<file path="src/rtl/sb32_pkg.sv">
`timescale 1ns / 1ps
// ----------------------------------------------------------------------------
// sb32_pkg
// shared types, constants and the letter decode for the sorted base32 decoder
// ----------------------------------------------------------------------------
package sb32_pkg;

  localparam int MAX_TEXT_CHARS  = 96;
  localparam int GROUP_CHARS     = 8;
  localparam int LETTER_W        = 5;
  localparam int ACC_W           = LETTER_W * (GROUP_CHARS - 1);
  localparam int GROUP_W         = LETTER_W * GROUP_CHARS;
  localparam int BYTES_PER_GROUP = GROUP_W / 8;
  localparam int POS_W           = $clog2(GROUP_CHARS);
  localparam int CNT_W           = $clog2(MAX_TEXT_CHARS + 2);
  localparam int BYTE_IDX_W      = $clog2(BYTES_PER_GROUP);

  localparam int FIFO_DEPTH      = 4;
  localparam int FIFO_PTR_W      = $clog2(FIFO_DEPTH);
  localparam int FIFO_CNT_W      = $clog2(FIFO_DEPTH + 1);

  localparam logic [7:0] DIGIT_FIRST  = 8'h33;  // '3'
  localparam logic [7:0] DIGIT_LAST   = 8'h39;  // '9'
  localparam logic [7:0] UPPER_FIRST  = 8'h41;  // 'A'
  localparam logic [7:0] UPPER_LAST   = 8'h59;  // 'Y'
  localparam logic [7:0] UPPER_OFFSET = 8'd7;   // 'A' follows the seven digits
  localparam logic [LETTER_W-1:0] BAD_LETTER_VALUE = '1;

  typedef enum logic [1:0] {
    ST_OK         = 2'd0,
    ST_BAD_LEN    = 2'd1,
    ST_BAD_LETTER = 2'd2
  } status_t;

  // one unit of work handed from the front to the back
  typedef struct packed {
    logic [GROUP_W-1:0] data;
    logic               has_data;
    logic               last;
    status_t            status;
  } work_t;

  typedef struct packed {
    logic                bad;
    logic [LETTER_W-1:0] value;
  } letter_t;

  function automatic letter_t letter_decode(input logic [7:0] c);
    letter_t r;
    logic [7:0] d;
    d = 8'd0;
    r.bad   = 1'b0;
    r.value = BAD_LETTER_VALUE;
    if (c >= DIGIT_FIRST && c <= DIGIT_LAST) begin
      d = c - DIGIT_FIRST;
      r.value = d[LETTER_W-1:0];
    end else if (c >= UPPER_FIRST && c <= UPPER_LAST) begin
      d = c - UPPER_FIRST + UPPER_OFFSET;
      r.value = d[LETTER_W-1:0];
    end else begin
      r.bad = 1'b1;
    end
    return r;
  endfunction

endpackage

</file>
<file path="src/rtl/sb32_front.sv">
`timescale 1ns / 1ps
// ----------------------------------------------------------------------------
// sb32_front
// letter decode, group accumulation, length count and final status
// ----------------------------------------------------------------------------
module sb32_front (
  input  logic            clk,
  input  logic            rst_n,
  input  logic            accept,
  input  logic [7:0]      in_text_char,
  input  logic            in_last_char,
  output logic            work_push,
  output sb32_pkg::work_t work
);
  import sb32_pkg::*;

  localparam logic [CNT_W-1:0] CNT_SAT = CNT_W'(MAX_TEXT_CHARS + 1);
  localparam logic [CNT_W-1:0] CNT_MAX = CNT_W'(MAX_TEXT_CHARS);
  localparam logic [CNT_W-1:0] CNT_MIN = CNT_W'(GROUP_CHARS);
  localparam logic [POS_W-1:0] POS_END = POS_W'(GROUP_CHARS - 1);

  logic [ACC_W-1:0] acc_r, acc_nxt;
  logic [POS_W-1:0] pos_r, pos_nxt;
  logic [CNT_W-1:0] cnt_r, cnt_nxt;
  logic             bad_r, bad_nxt;

  letter_t          letter;
  logic [CNT_W-1:0] cnt_inc;
  logic             bad_now;
  logic             group_done;
  status_t          status;

  always_comb begin
    letter     = letter_decode(in_text_char);
    bad_now    = bad_r | letter.bad;
    cnt_inc    = (cnt_r < CNT_SAT) ? cnt_r + 1'b1 : cnt_r;
    group_done = (pos_r == POS_END);

    priority if (cnt_inc < CNT_MIN || cnt_inc > CNT_MAX
                 || cnt_inc[POS_W-1:0] != '0) begin
      status = ST_BAD_LEN;
    end else if (bad_now) begin
      status = ST_BAD_LETTER;
    end else begin
      status = ST_OK;
    end

    work.data     = {acc_r, letter.value};
    work.has_data = group_done;
    work.last     = in_last_char;
    work.status   = in_last_char ? status : ST_OK;
    work_push     = accept & (group_done | in_last_char);

    acc_nxt = acc_r;
    pos_nxt = pos_r;
    cnt_nxt = cnt_r;
    bad_nxt = bad_r;
    if (accept) begin
      if (in_last_char) begin
        acc_nxt = '0;
        pos_nxt = '0;
        cnt_nxt = '0;
        bad_nxt = 1'b0;
      end else begin
        acc_nxt = group_done ? '0 : {acc_r[ACC_W-LETTER_W-1:0], letter.value};
        pos_nxt = pos_r + 1'b1;
        cnt_nxt = cnt_inc;
        bad_nxt = bad_now;
      end
    end
  end

  always_ff @(posedge clk) begin
    if (!rst_n) begin
      acc_r <= '0;
      pos_r <= '0;
      cnt_r <= '0;
      bad_r <= 1'b0;
    end else begin
      acc_r <= acc_nxt;
      pos_r <= pos_nxt;
      cnt_r <= cnt_nxt;
      bad_r <= bad_nxt;
    end
  end

endmodule

</file>
<file path="src/rtl/sb32_fifo.sv">
`timescale 1ns / 1ps
// ----------------------------------------------------------------------------
// sb32_fifo
// short work queue between the front and the back
// ----------------------------------------------------------------------------
module sb32_fifo (
  input  logic            clk,
  input  logic            rst_n,
  input  logic            push,
  input  sb32_pkg::work_t push_data,
  input  logic            pop,
  output sb32_pkg::work_t head,
  output logic            full,
  output logic            empty
);
  import sb32_pkg::*;

  work_t                 entries_r [FIFO_DEPTH];
  logic [FIFO_PTR_W-1:0] wr_ptr_r, wr_ptr_nxt;
  logic [FIFO_PTR_W-1:0] rd_ptr_r, rd_ptr_nxt;
  logic [FIFO_CNT_W-1:0] count_r, count_nxt;
  logic                  do_push, do_pop;

  always_comb begin
    full       = (count_r == FIFO_CNT_W'(FIFO_DEPTH));
    empty      = (count_r == '0);
    do_push    = push & ~full;
    do_pop     = pop & ~empty;
    wr_ptr_nxt = do_push ? wr_ptr_r + 1'b1 : wr_ptr_r;
    rd_ptr_nxt = do_pop ? rd_ptr_r + 1'b1 : rd_ptr_r;
    count_nxt  = count_r;
    if (do_push && !do_pop) begin
      count_nxt = count_r + 1'b1;
    end else if (do_pop && !do_push) begin
      count_nxt = count_r - 1'b1;
    end
    head = entries_r[rd_ptr_r];
  end

  always_ff @(posedge clk) begin
    if (do_push) begin
      entries_r[wr_ptr_r] <= push_data;
    end
  end

  always_ff @(posedge clk) begin
    if (!rst_n) begin
      wr_ptr_r <= '0;
      rd_ptr_r <= '0;
      count_r  <= '0;
    end else begin
      wr_ptr_r <= wr_ptr_nxt;
      rd_ptr_r <= rd_ptr_nxt;
      count_r  <= count_nxt;
    end
  end

endmodule

</file>
<file path="src/rtl/sb32_back.sv">
`timescale 1ns / 1ps
// ----------------------------------------------------------------------------
// sb32_back
// walks the head work entry out as bytes, most significant first
// ----------------------------------------------------------------------------
module sb32_back (
  input  logic            clk,
  input  logic            rst_n,
  input  sb32_pkg::work_t head,
  input  logic            head_empty,
  input  logic            out_pop,
  output logic            head_pop,
  output logic            out_empty,
  output logic [7:0]      out_data_byte,
  output logic            out_byte_valid,
  output logic            out_last_result,
  output logic [1:0]      out_status
);
  import sb32_pkg::*;

  localparam logic [BYTE_IDX_W-1:0] LAST_BYTE = BYTE_IDX_W'(BYTES_PER_GROUP - 1);

  logic [BYTE_IDX_W-1:0] idx_r, idx_nxt;
  logic                  final_beat;
  logic                  beat;

  always_comb begin
    unique case (idx_r)
      3'd0:    out_data_byte = head.data[39:32];
      3'd1:    out_data_byte = head.data[31:24];
      3'd2:    out_data_byte = head.data[23:16];
      3'd3:    out_data_byte = head.data[15:8];
      3'd4:    out_data_byte = head.data[7:0];
      default: out_data_byte = 8'd0;
    endcase
    if (!head.has_data) begin
      out_data_byte = 8'd0;
    end

    final_beat      = ~head.has_data | (idx_r == LAST_BYTE);
    out_empty       = head_empty;
    out_byte_valid  = head.has_data;
    out_last_result = head.last & final_beat;
    out_status      = final_beat ? head.status : ST_OK;

    beat     = out_pop & ~head_empty;
    head_pop = beat & final_beat;
    idx_nxt  = idx_r;
    if (beat) begin
      idx_nxt = final_beat ? '0 : idx_r + 1'b1;
    end
  end

  always_ff @(posedge clk) begin
    if (!rst_n) begin
      idx_r <= '0;
    end else begin
      idx_r <= idx_nxt;
    end
  end

endmodule

</file>
<file path="src/rtl/sorted_base32_decoder_core.sv">
`timescale 1ns / 1ps
// ----------------------------------------------------------------------------
// sorted_base32_decoder_core
// base32 decoder over the sorted alphabet '3'..'9','A'..'Y'
// ----------------------------------------------------------------------------
// usage
//   input side is a queue write port: drive in_text_char / in_last_char and
//   raise in_push; the beat is taken when in_full is low. one character per
//   cycle is taken for as long as the work queue has room
//   every eighth character finishes a 40-bit group which comes out as five
//   byte beats, most significant first; a character flagged last closes the
//   string and its final result carries last_result and the status (bad
//   length checked first, then bad letter). a last character that does not
//   finish a group gives one status-only beat with byte_valid low
//   result side is a queue read port: a result sits on the out_ ports while
//   out_empty is low and is taken with out_pop
//   results are registered in the work queue between decode and the walker
//   throughput: one character per cycle in while in_full is low, one byte
//   per cycle out while out_pop is high; the four-entry work queue sets how
//   far the input can run ahead of a stalled reader before in_full rises
//   reset: synchronous, clears the string state, the queue and the walker
// ----------------------------------------------------------------------------
module sorted_base32_decoder_core (
  input  logic       clk,
  input  logic       rst_n,
  input  logic       in_push,
  output logic       in_full,
  input  logic [7:0] in_text_char,
  input  logic       in_last_char,
  output logic       out_empty,
  input  logic       out_pop,
  output logic [7:0] out_data_byte,
  output logic       out_byte_valid,
  output logic       out_last_result,
  output logic [1:0] out_status
);
  import sb32_pkg::*;

  logic  accept;
  logic  work_push;
  work_t work;
  work_t head;
  logic  head_pop;
  logic  head_empty;

  // an input beat is taken only when the queue has room for its work
  assign accept = in_push & ~in_full;

  sb32_front u_front (
    .clk          (clk),
    .rst_n        (rst_n),
    .accept       (accept),
    .in_text_char (in_text_char),
    .in_last_char (in_last_char),
    .work_push    (work_push),
    .work         (work)
  );

  sb32_fifo u_fifo (
    .clk       (clk),
    .rst_n     (rst_n),
    .push      (work_push),
    .push_data (work),
    .pop       (head_pop),
    .head      (head),
    .full      (in_full),
    .empty     (head_empty)
  );

  // byte walker: the queue head stays until its last byte beat goes out
  sb32_back u_back (
    .clk             (clk),
    .rst_n           (rst_n),
    .head            (head),
    .head_empty      (head_empty),
    .out_pop         (out_pop),
    .head_pop        (head_pop),
    .out_empty       (out_empty),
    .out_data_byte   (out_data_byte),
    .out_byte_valid  (out_byte_valid),
    .out_last_result (out_last_result),
    .out_status      (out_status)
  );

  // a status-only beat is always the closing one
  assert property (@(posedge clk) disable iff (!rst_n)
    (!out_empty && !out_byte_valid) |-> out_last_result)
    else $error("status-only beat without last_result");

  // status is zero except on the closing beat
  assert property (@(posedge clk) disable iff (!rst_n)
    (!out_empty && out_status != 2'd0) |-> out_last_result)
    else $error("status on a non-final beat");

  // a full queue always has a result to offer
  assert property (@(posedge clk) disable iff (!rst_n)
    in_full |-> !out_empty)
    else $error("queue full while result side empty");

  // reset leaves nothing to read
  assert property (@(posedge clk) !rst_n |=> (out_empty && !in_full))
    else $error("results visible after reset");

endmodule
</file>
<file path="config.mk">
export PLATFORM = sky130hd
export DESIGN_NAME = sorted_base32_decoder_core
export DESIGN_NICKNAME = d
export VERILOG_FILES = /design/src/rtl/sb32_pkg.sv /design/src/rtl/sb32_front.sv /design/src/rtl/sb32_fifo.sv /design/src/rtl/sb32_back.sv /design/src/rtl/sorted_base32_decoder_core.sv
export SDC_FILE = /design/constraint.sdc
export NUM_CORES = 1
export LEC_CHECK = 0
export ABC_AREA = 0
export BUFFER_PORTS_ARGS = -buffer_cell sky130_fd_sc_hd__buf_4
export CORE_UTILIZATION = 35
export DETAILED_ROUTE_END_ITERATION = 10
export PLACE_DENSITY = 0.58
export SETUP_SLACK_MARGIN = 0.3
export SLEW_MARGIN = 0
export SYNTH_ARGS = -nofsm -noshare
export SYNTH_HDL_FRONTEND = slang
export SYNTH_HIERARCHICAL = 1
export SYNTH_SLANG_ARGS = --single-unit
</file>
<file path="constraint.sdc">
create_clock -name clk -period 8.4 [get_ports clk]
set_clock_uncertainty 0.2 [all_clocks]
set_input_delay 0.42 -clock clk [delete_from_list [all_inputs] [get_ports clk]]
set_output_delay 0.42 -clock clk [all_outputs]
set_load 0.1 [all_outputs]
</file>
==> results.tsv <==
stage	metric	value	unit
logic_synthesis	syn_area_per_cell	15.75	um2
timing	max_freq	0.2141	GHz
clock_tree	clk_pin_slew	0.06	ns
power_and_ir_drop	ir_worst_vdd	0.1369	mV
min_path	class_of_the_most_critical_hold_timing_path	input pin to flop	
timing	finalSetupViolations	0	
logic_synthesis	yosys_most_used_dff	edfxtp_1	
global_routing	grt_pass1_vias	5673	
final_layout	leading_cell_type_in_the_layout_fill_and_taps_excluded	edfxtp_1	
setup_path	worst_ep_arrival	4.91	ns
logic_synthesis	synth-seq-area-share	0.6536	
timing	setup_ws	3.729	ns
setup_path	worstSetupPathType	flop to flop	
timing	timing.slew.headroom	0.3423	
setup_path	r2r_start	u_fifo/count_r[0]	
place	post-place-cells	999	
floorplan	num_rows	61	
final_layout	final_cell_count_no_fill	1046	
timing	timing.setup.tns	0	ns
logic_synthesis	syn-instance-count	626	
logic_synthesis	synthesis.nets	658	
logic_synthesis	yosysUniqueCellTypes	72	
route	post_drt_wl_per_cell	19.20	um
final_layout	antenna-diode-count	0	
clock_tree	cts_repair_resize_count	0	
logic_synthesis	synth.mux.area_fraction	0.1050	
floorplan	die_h	169.9	um
timing	rsz_0062_raised_after_global_routing	false	
clock_tree	h_tree_levels	1	
timing	final-hold-violation-count	0	
setup_path	crit_start	u_fifo/count_r[0]	
logic_synthesis	synth-warning-count	6	
logic_synthesis	synth-adder-area-share	0.02487	
place	place.gp.congestion	0.7667	
route	total_number_of_vias	5373	
logic_synthesis	synth_async_reset_ratio	0	
timing	timing_max_transition_violations_final	0	
clock_tree	cts_tree	yes	
timing	max_slew.worst_pin.slew	0.9844	ns
setup_path	setup.worst_path.end_class	flop	
logic_synthesis	synth-edff-count	176	
clock_tree	clk_path_buf_depth	3	
setup_path	critical_path_required	8.64	ns
clock_tree	cts-root-buf	clkbuf_16	
place	port_buffers	26	
route	drtAntennaViolNets	0	
logic_synthesis	synth_top_family_by_area	multiplexers	
final_layout	areaGrowthSynthToFinish	13.14	%
run_status	run_status	finished, final reports clean	
global_routing	grt-ovfl-total	0	
route	detail_route.iter0.violations	398	
clock_tree	cts.sinks	234	
global_routing	grt_antenna_before_repair	0	
global_routing	grt.total_usage	0.1436	
global_routing	pin_count_of_the_biggest_net_entering_global_routing	62	
min_path	hold_path_startpoint	in_last_char	
final_layout	design.final.nets	681	
route	post_drt_via_cell_ratio	5.137	
timing	fin_crit	4.671	ns
route	drt_pass1_iterations	5	
floorplan	area_of_the_core_region	27780	um2
global_routing	grt_pass1_wl	32040	um
route	detail_route.drc_violations	0	
floorplan	die_area	28850	um2
logic_synthesis	ys_ff_latch	234	
clock_tree	cts_made_buffers	25	
place	place_hpwl	11400	um
place	placement.setup.worst_slack	3.700	ns
power_and_ir_drop	areal_power_density_over_the_cells	267.5	nW/um2
final_layout	post_route_cells_drive_above_1_share	0.2126	
setup_path	cp-start-kind	flop	
final_layout	final_cell_mix	edfxtp_1 (176), nor2b_1 (57), dfxtp_1 (56)	
power_and_ir_drop	leakage	0.003654	uW
floorplan	io-pin-count	27	
logic_synthesis	synthesized_area_fraction_occupied_by_and_or_nand_nor_cells	0.09312	
floorplan	dieWidth	169.9	um
setup_path	cp_max_fo	36	
clock_tree	latest_clock_arrival_within_the_worst_skew_pair	0.52	ns
timing	min_period_over_period	0.5561	
logic_synthesis	mapped_cell_area	9862	um2
logic_synthesis	post_synthesis_share_of_cell_area_spent_on_xor_and_xnor_gates	0.007105	
run	cap_violations	0	
timing	hold_ws	0.03668	ns
route	totalWireLength	20090	um
floorplan	start_util	0.3550	
logic_synthesis	complex_gate_fraction_of_the_synthesized_area	0.08589	
## synthesized netlist by cell type, types with 2 or more instances
cell,count,area (um2)
nand4b_1,3,26.28
or2_2,3,18.77
buf_4,4,30.03
nand2b_1,2,12.51
xnor2_1,6,52.55
nor3b_1,2,15.01
clkbuf_1,17,63.81
a21boi_1,4,30.03
mux4_2,40,900.9
inv_1,12,45.04
o31ai_1,2,15.01
nand3_1,2,10.01
buf_6,2,22.52
a222oi_1,8,80.08
o21bai_1,2,15.01
nand2_1,21,78.83
nand4_1,2,12.51
a31o_2,2,17.52
or3_1,4,25.02
nor3_1,9,45.04
buf_12,4,80.08
nor2_1,13,48.80
mux2i_1,3,30.03
a22oi_1,15,112.6
a21oi_1,29,145.1
a31oi_1,5,31.28
buf_2,9,45.04
mux4_1,4,105.1
or2_1,8,50.05
xor2_1,2,17.52
and2_1,16,100.1
a21boi_0,4,30.03
and4_1,2,17.52
a21oi_2,9,78.83
and3_1,5,31.28
dfxtp_1,58,1161
edfxtp_1,176,5285
o21ai_0,8,40.04
o22ai_1,3,18.77
nor2b_1,57,356.6
ha_1,18,225.2
## power breakdown
group / internal, uW / total, uW / leakage, uW / switching, uW
logic: 186 / 581 / 0.00119 / 395
clock network: 625 / 1060 / 0.000398 / 435
registers: 1310 / 1340 / 0.00206 / 35.5
total: 2120 / 2980 / 0.00365 / 865
## what timing repair did
item,in CTS,in global routing
endpoints found under the hold margin,1,0
hold buffers,1,0
buffers inserted,0,0
## path summary, 6_finish.rpt
path                       endpoint  slack, ns  cells after the start
max               u_fifo/count_r[2]       3.73                     11
min          u_fifo/entries_r[3][2]       0.04                      1
max reg2reg       u_fifo/count_r[2]       3.73                     11
min reg2reg           u_front/bad_r       0.28                      2
## critical path: stages, from the launching register on
cell and delay [ns]:
dfxtp_1 0.50, nor3b_2 0.13, nor2b_4 0.79, clkinv_1 0.83, nor2_1 0.23, nor2b_1 0.46, ha_1 0.29, inv_1 0.07
fa_1 0.41, xor2_1 0.19, or3_1 0.32, a21boi_0 0.18
## kinds of logic after synthesis
kind of cell / Yosys count
AO/OA/AOI/OAI: 112
multiplexers: 47
flip-flops: 234
adder cells (fa/ha/maj): 19
AND/OR/NAND/NOR: 155
XOR/XNOR: 8
buffers and inverters: 51
## flip-flops by register name (all words and copies together), names as in the netlist, named ones only
register          count
u_back/idx_r          3
u_fifo/count_r        3
u_fifo/entries_r    176
u_fifo/rd_ptr_r       2
u_fifo/wr_ptr_r       2
u_front/acc_r        35
u_front/bad_r         1
u_front/cnt_r         7
u_front/pos_r         3
## layout make-up
cell class              instances  area (um2)
clock buffers                  35       713.2
clock inverters                11       92.59
fillers                      2580       16620
inverters                      13       48.80
multi-input cells             341        3124
flip-flops and latches        234        6449
well taps                     378       473.0
repair buffers                 34       257.7
## metrics by stage
| step | util | power (uW) | area [um2] |
|---|---|---|---|
| after floorplan | - | 1837 | 9862 |
| final | 0.4016 | 2985 | 11160 |
| after global routing | 0.4016 | 3101 | 11160 |
| after global placement | 0.3723 | 1936 | 10340 |
| after detailed placement | 0.3723 | 1956 | 10340 |
| after CTS | 0.4016 | 3017 | 11160 |
## metal layers
| metal | up-vias | GRT usage | part of all wire |
|---|---|---|---|
| li1 | 2468 | - | - |
| met3 | 28 | 0.02070 | 0.037 |
| met4 | 0 | 0.03369 | 0.017 |
| met1 | 2761 | 0.1914 | 0.45 |
| met2 | 116 | 0.2468 | 0.50 |
| met5 | - | 0 | 0 |
Note: power is estimated with default switching activity, not from simulation.
